**config.mk**
```make
export PLATFORM = sky130hd
export DESIGN_NAME = rgb_to_hsv_converter
export DESIGN_NICKNAME = d
export VERILOG_FILES = /design/src/rtl/rtv_pkg.sv /design/src/rtl/rtv_front.sv /design/src/rtl/rtv_queue.sv /design/src/rtl/rtv_back.sv /design/src/rtl/rgb_to_hsv_converter.sv
export VERILOG_INCLUDE_DIRS = /design/src /design/src/rtl
export SDC_FILE = /design/constraint.sdc
export NUM_CORES = 1
export LEC_CHECK = 0
export BUFFER_PORTS_ARGS = -buffer_cell sky130_fd_sc_hd__buf_2
export CORE_MARGIN = 8
export CORE_UTILIZATION = 50
export CTS_CLUSTER_DIAMETER = 50
export CTS_CLUSTER_SIZE = 12
export DETAILED_ROUTE_END_ITERATION = 10
export PLACE_DENSITY = 0.77
export SYNTH_ARGS = -nofsm -noshare
export SYNTH_HDL_FRONTEND = slang
export SYNTH_HIERARCHICAL = 1
export SYNTH_SLANG_ARGS = --single-unit
```
**constraint.sdc**
```tcl
create_clock -name clk -period 3.3 [get_ports clk]
set_input_delay 0.165 -clock clk [delete_from_list [all_inputs] [get_ports clk]]
set_output_delay 0.165 -clock clk [all_outputs]
set_load 0.03 [all_outputs]
```
**src/rtl/rgb_to_hsv_converter_macros.svh**
```systemverilog
// Assertion macros shared by the RGB to HSV converter RTL.
// No dependencies; included by the modules that carry assertions.
`ifndef RGB_TO_HSV_CONVERTER_MACROS_SVH
`define RGB_TO_HSV_CONVERTER_MACROS_SVH

// Same-cycle implication, sampled on clk, off during reset
`define RTV_ASSERT(label, ante, cons, msg) \
    label: assert property (@(posedge clk) disable iff (!rst_n) (ante) |-> cons) \
        else $error(msg);

// Next-cycle implication, sampled on clk, off during reset
`define RTV_ASSERT_NEXT(label, ante, cons, msg) \
    label: assert property (@(posedge clk) disable iff (!rst_n) (ante) |=> cons) \
        else $error(msg);

`endif

```
**src/rtl/rtv_pkg.sv**
```systemverilog
// Types and constants for the RGB to HSV converter.
// No dependencies; imported by every module of the block.
`timescale 1ns / 1ps

package rtv_pkg;

    localparam int ChanBits = 8;
    localparam int HueBits  = 16;
    localparam int SatBits  = 8;
    // 6 * 255 = 1530 fits in 11 bits
    localparam int NumBits  = 11;

    // One input pixel
    typedef struct packed {
        logic [ChanBits-1:0] red;
        logic [ChanBits-1:0] green;
        logic [ChanBits-1:0] blue;
    } pixel_t;

    // One converted result
    typedef struct packed {
        logic [HueBits-1:0]  hue;
        logic [SatBits-1:0]  saturation;
        logic [ChanBits-1:0] value;
    } hsv_t;

    // Classified pixel handed from the front end to the divider pipeline
    typedef struct packed {
        logic                  gray;
        logic [NumBits-1:0]    hue_num;   // hue numerator, below hue_div
        logic [NumBits-1:0]    hue_div;   // 6 * (max - min)
        logic [2*ChanBits-1:0] sat_num;   // (max - min) * 255
        logic [ChanBits-1:0]   sat_div;   // max, also the value channel
    } task_t;

endpackage

```
**src/rtl/rtv_front.sv**
```systemverilog
// Front end: takes requests, finds max/min and sector, forms the divider operands.
// Depends on rtv_pkg.
`timescale 1ns / 1ps

module rtv_front
    import rtv_pkg::*;
(
    input  logic   clk,
    input  logic   rst_n,
    input  logic   start,
    input  pixel_t pixel,
    output logic   busy,
    input  logic   queue_full,
    output logic   push,
    output task_t  push_task
);

    typedef enum logic [1:0] {
        SEC_RED,
        SEC_GREEN,
        SEC_BLUE
    } sector_t;

    logic                f_valid_reg;
    task_t               f_task_reg;
    task_t               f_task_next;
    sector_t             sector;
    logic [ChanBits-1:0] mx;
    logic [ChanBits-1:0] mn;
    logic [ChanBits-1:0] d;
    logic [NumBits-1:0]  six_d;
    logic [NumBits:0]    num_wide;
    logic                load;

    // Channel extremes and largest-channel sector (red, then green, then blue on ties)
    always_comb
    begin
        if (pixel.red >= pixel.green && pixel.red >= pixel.blue)
        begin
            sector = SEC_RED;
            mx     = pixel.red;
        end
        else if (pixel.green >= pixel.blue)
        begin
            sector = SEC_GREEN;
            mx     = pixel.green;
        end
        else
        begin
            sector = SEC_BLUE;
            mx     = pixel.blue;
        end

        mn = pixel.red;
        if (pixel.green < mn)
            mn = pixel.green;
        if (pixel.blue < mn)
            mn = pixel.blue;

        d     = mx - mn;
        six_d = {1'b0, d, 2'b00} + {2'b00, d, 1'b0};
    end

    // Hue numerator, always in [0, 6d); arithmetic is modulo 2^12
    always_comb
    begin
        case (sector)
            SEC_RED:
            begin
                num_wide = {4'b0, pixel.green} - {4'b0, pixel.blue};
                if (pixel.green < pixel.blue)
                    num_wide = num_wide + {1'b0, six_d};
            end
            SEC_GREEN:
                num_wide = {3'b0, d, 1'b0} + {4'b0, pixel.blue} - {4'b0, pixel.red};
            SEC_BLUE:
                num_wide = {2'b0, d, 2'b0} + {4'b0, pixel.red} - {4'b0, pixel.green};
            default:
                num_wide = '0;
        endcase
    end

    always_comb
    begin
        f_task_next.gray    = (d == '0);
        f_task_next.hue_num = num_wide[NumBits-1:0];
        f_task_next.hue_div = six_d;
        f_task_next.sat_num = {d, 8'b0} - {8'b0, d};
        f_task_next.sat_div = mx;
    end

    // Hand-off to the queue; hold while it is full
    assign push      = f_valid_reg && !queue_full;
    assign busy      = f_valid_reg && queue_full;
    assign push_task = f_task_reg;
    assign load      = !f_valid_reg || push;

    always_ff @(posedge clk or negedge rst_n)
    begin
        if (!rst_n)
            f_valid_reg <= 1'b0;
        else if (load)
            f_valid_reg <= start;
    end

    always_ff @(posedge clk)
    begin
        if (load && start)
            f_task_reg <= f_task_next;
    end

endmodule

```
**src/rtl/rtv_queue.sv**
```systemverilog
// Short FIFO between the front end and the divider pipeline.
// Depends on rtv_pkg.
`timescale 1ns / 1ps

module rtv_queue
    import rtv_pkg::*;
#(
    parameter int DEPTH = 2
)
(
    input  logic  clk,
    input  logic  rst_n,
    input  logic  push,
    input  task_t push_task,
    output logic  full,
    output logic  pop,
    output task_t pop_task
);

    localparam int PtrBits = (DEPTH > 1) ? $clog2(DEPTH) : 1;
    localparam int CntBits = $clog2(DEPTH + 1);

    task_t              mem_reg [DEPTH];
    logic [PtrBits-1:0] wr_ptr_reg;
    logic [PtrBits-1:0] rd_ptr_reg;
    logic [CntBits-1:0] count_reg;
    logic [CntBits-1:0] count_next;

    // The pipeline behind never stalls, so any held entry leaves at once
    assign pop      = (count_reg != '0);
    assign full     = (count_reg == CntBits'(DEPTH));
    assign pop_task = mem_reg[rd_ptr_reg];

    always_comb
    begin
        count_next = count_reg;
        if (push && !pop)
            count_next = count_reg + 1'b1;
        else if (pop && !push)
            count_next = count_reg - 1'b1;
    end

    always_ff @(posedge clk or negedge rst_n)
    begin
        if (!rst_n)
        begin
            wr_ptr_reg <= '0;
            rd_ptr_reg <= '0;
            count_reg  <= '0;
        end
        else
        begin
            count_reg <= count_next;
            if (push)
                wr_ptr_reg <= (wr_ptr_reg == PtrBits'(DEPTH - 1)) ? '0 : wr_ptr_reg + 1'b1;
            if (pop)
                rd_ptr_reg <= (rd_ptr_reg == PtrBits'(DEPTH - 1)) ? '0 : rd_ptr_reg + 1'b1;
        end
    end

    always_ff @(posedge clk)
    begin
        if (push)
            mem_reg[wr_ptr_reg] <= push_task;
    end

endmodule

```
**src/rtl/rtv_back.sv**
```systemverilog
// Back end: radix-2 restoring divider pipeline for hue and saturation, one bit a stage.
// Depends on rtv_pkg.
`timescale 1ns / 1ps

module rtv_back
    import rtv_pkg::*;
(
    input  logic  clk,
    input  logic  rst_n,
    input  logic  in_valid,
    input  task_t in_task,
    output logic  done,
    output hsv_t  hsv
);

    localparam int HueSteps = HueBits;
    localparam int SatSteps = SatBits;

    typedef struct packed {
        logic                gray;
        logic [NumBits-1:0]  hrem;
        logic [NumBits-1:0]  hdiv;
        logic [HueBits-1:0]  hq;
        logic [ChanBits-1:0] srem;
        logic [ChanBits-1:0] snum_lo;
        logic [ChanBits-1:0] sdiv;
        logic [SatBits-1:0]  sq;
    } stage_t;

    stage_t              stage_reg  [HueSteps];
    stage_t              stage_next [HueSteps];
    stage_t              stage_init;
    logic [HueSteps-1:0] valid_reg;
    logic                done_reg;
    hsv_t                hsv_reg;

    // One quotient bit of hue, and of saturation while sat_step is set
    function automatic stage_t div_step(input stage_t s, input logic sat_step);
        stage_t          r;
        logic [NumBits:0]  th;
        logic [NumBits:0]  dh;
        logic [ChanBits:0] ts;
        logic [ChanBits:0] ds;
        r  = s;
        th = {s.hrem, 1'b0};
        dh = th - {1'b0, s.hdiv};
        if (th >= {1'b0, s.hdiv})
        begin
            r.hrem = dh[NumBits-1:0];
            r.hq   = {s.hq[HueBits-2:0], 1'b1};
        end
        else
        begin
            r.hrem = th[NumBits-1:0];
            r.hq   = {s.hq[HueBits-2:0], 1'b0};
        end
        if (sat_step)
        begin
            ts        = {s.srem, s.snum_lo[ChanBits-1]};
            ds        = ts - {1'b0, s.sdiv};
            r.snum_lo = {s.snum_lo[ChanBits-2:0], 1'b0};
            if (ts >= {1'b0, s.sdiv})
            begin
                r.srem = ds[ChanBits-1:0];
                r.sq   = {s.sq[SatBits-2:0], 1'b1};
            end
            else
            begin
                r.srem = ts[ChanBits-1:0];
                r.sq   = {s.sq[SatBits-2:0], 1'b0};
            end
        end
        return r;
    endfunction

    // Load the operands into the first stage
    always_comb
    begin
        stage_init.gray    = in_task.gray;
        stage_init.hrem    = in_task.hue_num;
        stage_init.hdiv    = in_task.hue_div;
        stage_init.hq      = '0;
        stage_init.srem    = in_task.sat_num[2*ChanBits-1:ChanBits];
        stage_init.snum_lo = in_task.sat_num[ChanBits-1:0];
        stage_init.sdiv    = in_task.sat_div;
        stage_init.sq      = '0;
    end

    always_comb
    begin
        stage_next[0] = div_step(stage_init, 1'b1);
        for (int k = 1; k < HueSteps; k++)
            stage_next[k] = div_step(stage_reg[k-1], k < SatSteps);
    end

    always_ff @(posedge clk or negedge rst_n)
    begin
        if (!rst_n)
        begin
            valid_reg <= '0;
            done_reg  <= 1'b0;
        end
        else
        begin
            valid_reg <= {valid_reg[HueSteps-2:0], in_valid};
            done_reg  <= valid_reg[HueSteps-1];
        end
    end

    always_ff @(posedge clk)
    begin
        for (int k = 0; k < HueSteps; k++)
            stage_reg[k] <= stage_next[k];
    end

    // Result register; gray pixels give zero hue and saturation
    always_ff @(posedge clk)
    begin
        if (valid_reg[HueSteps-1])
        begin
            hsv_reg.hue        <= stage_reg[HueSteps-1].gray ? '0 : stage_reg[HueSteps-1].hq;
            hsv_reg.saturation <= stage_reg[HueSteps-1].gray ? '0 : stage_reg[HueSteps-1].sq;
            hsv_reg.value      <= stage_reg[HueSteps-1].sdiv;
        end
    end

    assign done = done_reg;
    assign hsv  = hsv_reg;

endmodule

```
**src/rtl/rgb_to_hsv_converter.sv**
```systemverilog
// Path: a request passes the front register, a queue slot, 16 divider stages and the result
// register; done rises in the same cycle as the result register loads.
// Throughput: one pixel per cycle; every stage moves one request each cycle.
// busy rises only if the front register and queue both fill, which the pipeline prevents for QUEUE_DEPTH >= 2.
// Reset (rst_n, asynchronous, active low) clears all valid bits and queue pointers.
// Top level: instantiates rtv_front, rtv_queue and rtv_back; depends on rtv_pkg.
`timescale 1ns / 1ps
`include "rgb_to_hsv_converter_macros.svh"

module rgb_to_hsv_converter
    import rtv_pkg::*;
#(
    parameter int QUEUE_DEPTH = 2
)
(
    input  logic   clk,
    input  logic   rst_n,
    input  logic   start,
    input  pixel_t pixel,
    output logic   busy,
    output logic   done,
    output hsv_t   hsv
);

    logic  queue_full;
    logic  push;
    task_t push_task;
    logic  pop;
    task_t pop_task;

    // Classify and form divider operands
    rtv_front u_front (
        .clk        (clk),
        .rst_n      (rst_n),
        .start      (start),
        .pixel      (pixel),
        .busy       (busy),
        .queue_full (queue_full),
        .push       (push),
        .push_task  (push_task)
    );

    // Decouple front end from divider pipeline
    rtv_queue #(
        .DEPTH (QUEUE_DEPTH)
    ) u_queue (
        .clk       (clk),
        .rst_n     (rst_n),
        .push      (push),
        .push_task (push_task),
        .full      (queue_full),
        .pop       (pop),
        .pop_task  (pop_task)
    );

    // Hue and saturation division
    rtv_back u_back (
        .clk      (clk),
        .rst_n    (rst_n),
        .in_valid (pop),
        .in_task  (pop_task),
        .done     (done),
        .hsv      (hsv)
    );

    // Fixed latency from request to result
    `RTV_ASSERT_NEXT(latency_chk, start && !busy, ##18 done, "result strobe missing after request")
    // Queue never fills for QUEUE_DEPTH >= 2 since the pipeline drains one entry a cycle
    `RTV_ASSERT(no_busy_chk, 1'b1, !busy && !queue_full, "queue filled up unexpectedly")
    // Black pixel carries no hue and no saturation
    `RTV_ASSERT(black_chk, done && ~|hsv.value, ~|{hsv.hue, hsv.saturation}, "black pixel has colour")

endmodule
```
==> results of run 1 <==
-- worst max-delay path by stage --
stage / startpoint / end / slack, ns / cells past startpoint
2_1_floorplan: pixel[9] / u_front/push_task[45] / -3.02 / 37
3_3_place_gp: pixel[9] / u_front/push_task[45] / -3.53 / 38
3_5_place_dp: pixel[9] / u_front/push_task[45] / -3.67 / 41
4_1_cts: pixel[9] / u_front/push_task[45] / -2.57 / 41
5_1_grt: pixel[9] / u_front/push_task[45] / -3.00 / 38
6_report: pixel[9] / u_front/push_task[45] / -2.79 / 39
-- logic make-up (layout without fill, tap and decap cells) --
| family | after synthesis | in the layout |
|---|---|---|
| AOI/OAI and AO/OA | 761 | 761 |
| and+or+nand+nor | 576 | 576 |
| adders and majority gates | 368 | 368 |
| DFF | 986 | 986 |
| xor gates and xnor gates | 183 | 183 |
| muxes | 169 | 169 |
| other | 1 | 1 |
| buffers and inverters | 422 | 871 |
-- layout make-up --
type / instances / area, um^2 / area share
multi-input combinational: 2058 / 17200 / 0.366
clock buffer: 136 / 2730 / 0.0581
inverter: 379 / 1470 / 0.0312
tap: 1050 / 1310 / 0.0279
sequential: 986 / 21600 / 0.458
clock inverter: 23 / 219 / 0.00466
timing repair buffer: 333 / 2540 / 0.0541
-- repair_timing --
item | CTS | global route
setup buffers | 35 | 16
resized for setup | 96 | 66
hold endpoints to repair | 23 | 0
hold buffers | 2 | 0
pin swaps | 62 | 63
gates cloned | 0 | 0
endpoints found under the setup margin | 34 | 35
-- per-stage QoR --
step                      setup TNS (ns)   util
after floorplan                   -60.14      -
after global placement            -81.98  0.546
after detailed placement          -86.34  0.546
after CTS                         -50.22  0.592
after global routing              -61.76  0.598
final                             -55.40  0.598
-- layout by cell type, fill, tap and decap left out, types with 59 or more instances in the layout --
cell       count
a21oi_1      234
buf_4        236
clkbuf_16    102
dfxtp_1      794
edfxtp_1     170
ha_1         304
inv_1        363
mux2_2       120
nand2_1       78
nor2_1       230
nor2b_1       59
o21ai_0      144
xnor2_1      110
-- metal layers --
| metal | up-vias | part of all wire | track usage |
|---|---|---|---|
| met3 | 169 | 0.035 | 0.0256 |
| met2 | 473 | 0.52 | 0.308 |
| li1 | 12732 | - | - |
| met1 | 11984 | 0.41 | 0.180 |
| met4 | 0 | 0.034 | 0.0664 |
| met5 | - | 0 | 0 |
==> results.yml, run 1 <==
routing:
  post_drt_wl_per_cell_um: 15.0
  drcViolationCount: 0
  ant_nets: 0
  viasPerCell: 5.11
  dr.pass1.iters: 7
  num_vias: 25358
  drt_iter0_markers: 1307
  wl_mm: 74.3
synthesis:
  synth_xor_xnor_area_share: 0.0409
  async_reset_ff_frac: 0.0223
  synthCells: 3466
  syn_area_mm2: 0.0395
  yosysTopAreaCell: "dfxtp_1"
  avgSynthCellArea_um2: 11.4
  synth_seq_cells: 986
  synth_fp_nets: 3859
  ys_types: 91
  synth_top_family_by_area: "compound AO/OA/AOI/OAI gates"
  synth.area.mux_share: 0.0513
  ys.warnings.count: 6
  synth_common_cells: "dfxtp_1, inv_1, ha_1"
  synth.most_common_cell: "dfxtp_1"
  post-synth-top-area-fraction: 0.402
  synth_simple_gate_area_frac: 0.0707
  synthAdderAreaFrac: 0.124
  synth-compound-area-share: 0.125
  synth-main-ff-cell: "dfxtp_1"
  synth_edf_count: 170
  ys_seq_area_frac: 0.545
  synthTopCellsByArea: "dfxtp_1, edfxtp_1, ha_1, inv_1, mux2_2"
timing:
  min_period_ns: 6.09
  fin_worst_skew_ns: 0.0297
  whs_ns: 0.0640
  setup_violations: 34
  grt_setup_unrepaired: "true"
  setup_slack_ns: -2.79
  fmax_mhz: 164
  slew_violations: 0
  hold_viol: 0
  tightest_slew_ns: 0.662
  min_period_over_period: 1.85
  relSlewSlack: 0.558
clocking:
  clkSinkCount: 986
  htreeDepth: 3
  clk_pin_slew_ns: 0.06
  numCtsBuffers: 101
  cts_buffer_depth: 3
  cts_tree: "built"
  cts_root_buf: "clkbuf_16"
  clk_latency_ns: 0.64
setup_path:
  slowest_stage: "fa_2"
  start_kind: "input port"
  r2r_start: "u_queue/rd_ptr_reg"
  path_class: "input port to flip-flop"
  crit_path_end_kind: "flip-flop"
  worstReg2RegEnd: "u_back/stage_reg[0][68]"
  worst-r2r-setup-slack_ns: 0.15
  crit_buf_inv: 7
  worstPathArrival_ns: 6.45
  cp_max_fo: 6
  crit_required_ns: 3.66
  path_common_cell: "a21oi_2"
  reg2reg_depth: 9
  cp_top_family: "compound AO/OA/AOI/OAI gates"
  critPathMaxStageDelay_ns: 0.43
floorplanning:
  dieArea_mm2: 0.0883
  die_width_um: 297
  fp.dieH_um: 297
  core-area_mm2: 0.0786
  initial_utilization: 0.503
  io-pin-count: 61
  num_rows: 103
grt:
  grt_pass1_vias: 26239
  grt_use_total: 0.163
  grt_antenna_before_repair: 0
  gr-total-overflow: 0
  grt_pass1_wl_mm: 122
  grt_max_degree: 48
finish:
  drive_gt1_frac: 0.205
  syn_to_final_growth_pct: 19.0
  fin_cells: 4965
  final_area_mm2: 0.0470
  largest_register_ffs: 794
  n_antenna_cell: 0
  nets: 4252
  fill_cells: 6056
status:
  status: "complete, but fails checks"
  failed_checks: "negative setup slack"
placed_design:
  dp_hpwl_mm: 52.9
  dp_cells: 4756
  gp_congestion: 0.898
  dpl_worst_slack_ns: -3.67
  port_buffers: 60
  place_area_mm2: 0.0429
worst_hold_path:
  hold_class: "input port to async pin"
flow_run:
  maxCapViolations: 0
Power of run 1 is not shown: default switching activity piles up to over one toggle a cycle in this logic, so the estimate is an artifact.
==> run 2: changes to the inputs <==
BUFFER_PORTS_ARGS = -buffer_cell sky130_fd_sc_hd__buf_4   (was -buffer_cell sky130_fd_sc_hd__buf_2)
PLACE_DENSITY = 0.73   (was 0.77)
==> run 2 against run 1 <==
  * The flow still finishes with violations (negative setup slack)
  * Cell area is 0.46% higher
  * Worst hold slack worse by 0.0064 ns
  * Wire length is 2.0% lower
  * Critical path type unchanged
==> results.yml, run 2 (synthesis results as in run 1) <==
finish:
  syn_to_final_growth_pct: 19.5
  nets: 4238
  drive_gt1_frac: 0.201
  largest_register_ffs: 794
  n_antenna_cell: 0
  seqCellArea_mm2: 0.0216
  final_common_cell: "dfxtp_1"
  multi_input_area_mm2: 0.0172
  fin_util: 0.601
  fin_cells: 4954
  mostFrequentLayoutCells: "dfxtp_1, inv_1, ha_1, buf_4, a21oi_1"
  fill_cells: 6163
setup_path:
  reg2reg_depth: 11
  path_class: "input port to flip-flop"
  crit_path_end_kind: "flip-flop"
  r2r_start: "u_queue/rd_ptr_reg"
  crit_required_ns: 3.71
  start_kind: "input port"
  endpoint: "u_front/push_task[45]"
  worst-r2r-setup-slack_ns: 0.21
  startpoint: "pixel[9]"
  cp_max_fo: 5
  critPathMaxStageDelay_ns: 0.38
  worstPathArrival_ns: 6.44
  slowest_stage: "fa_2"
  worstReg2RegEnd: "u_back/stage_reg[0][67]"
  path_common_cell: "buf_6"
routing:
  drcViolationCount: 0
  wl_mm: 72.8
  viasPerCell: 5.03
  drt_iter0_markers: 1080
  dr.pass1.iters: 5
  post_drt_wl_per_cell_um: 14.7
  ant_nets: 0
  num_vias: 24942
placed_design:
  port_buffers: 60
  dp_hpwl_mm: 52.7
  gp_congestion: 0.867
  dp_cells: 4755
timing:
  relSlewSlack: 0.470
  min_period_over_period: 1.83
  setup_violations: 34
  min_period_ns: 6.03
  setup_slack_ns: -2.73
  grt_setup_unrepaired: "true"
  tightest_slew_ns: 0.795
  slew_violations: 0
  fmax_mhz: 166
  fin_worst_skew_ns: 0.0449
  hold_viol: 0
floorplanning:
  fp.dieH_um: 297
  num_rows: 103
  die_width_um: 297
  initial_utilization: 0.503
  dieArea_mm2: 0.0883
  io-pin-count: 61
  core-area_mm2: 0.0786
grt:
  gr-total-overflow: 0
  grt_use_total: 0.160
  grt_pass1_vias: 25436
  grt_pass1_wl_mm: 120
  grt_max_degree: 48
  grt_antenna_before_repair: 0
flow_run:
  maxCapViolations: 0
clocking:
  clk_pin_slew_ns: 0.06
  cts_root_buf: "clkbuf_16"
  clk_latency_ns: 0.67
  cts_buffer_depth: 3
  htreeDepth: 3
  clkSinkCount: 986
  cts_tree: "built"
  numCtsBuffers: 101
worst_hold_path:
  hold_class: "input port to flip-flop"
status:
  failed_checks: "negative setup slack"
  status: "complete, but fails checks"
[run 2: changes by cell type in the layout (fill, tap and decap cells not counted), moves of 4 or more]
cell	delta
buf_2	-58
buf_4	+28
buf_6	+12
clkinv_16	+4
clkinv_2	+4
nor2_1	+5
xnor2_1	-4
[run 2: layout make-up]
| class | instances | area share |
|---|---|---|
| well taps | 1050 | 0.0278 |
| flip-flops and latches | 986 | 0.456 |
| clock buffers | 134 | 0.0579 |
| inverters | 379 | 0.0312 |
| clock inverters | 28 | 0.00752 |
| repair buffers | 318 | 0.0559 |
| multi-input cells | 2059 | 0.363 |
[run 2: per-layer routing]
layer | track usage | part of all wire | vias to the layer above
met5 | 0 | 0 | -
met4 | 0.0569 | 0.027 | 0
met3 | 0.0280 | 0.041 | 121
met2 | 0.295 | 0.51 | 443
met1 | 0.185 | 0.42 | 11694
li1 | - | - | 12684
[run 2: how the worst min path moves through the flow]
stage,start,end,cells past startpoint
floorplan,rst_n,u_back/done,0
global placement,rst_n,u_back/done,1
detailed placement,rst_n,u_back/done,1
CTS,pixel[0],u_front/push_task[35],3
global route,pixel[0],u_front/push_task[35],3
finish,pixel[0],u_front/push_task[35],3
[run 2: per-stage QoR]
step	hold WS, ns	setup WS [ns]	setup TNS, ns	cell area (um^2)
3_5_place_dp	0.0930	-3.49	-79.41	43100
4_1_cts	0.0180	-2.44	-47.73	46900
5_1_grt	0.0326	-3.01	-62.73	47200
6_report	0.0576	-2.73	-54.42	47200
3_3_place_gp	0.0825	-3.42	-77.71	43100
2_1_floorplan	-0.131	-3.02	-60.14	39900
[run 2: timing repair]
item	4_1_cts	5_1_grt
endpoints found under the hold margin	23	0
pin swaps	59	56
cloned	0	1
hold buffers	4	0
buffers inserted	23	13
resized for setup	117	46
setup endpoints to repair	34	43
[run 2: critical path: cells and delay by family]
family / cells / cell delay [ns]
compound gates: 9 / 1.45
mux: 1 / 0.23
fa+ha+maj: 7 / 1.96
simple gates: 7 / 0.98
buf+inv: 11 / 1.24
xor+xnor: 2 / 0.41
Power of run 2 is left out for the same reason.
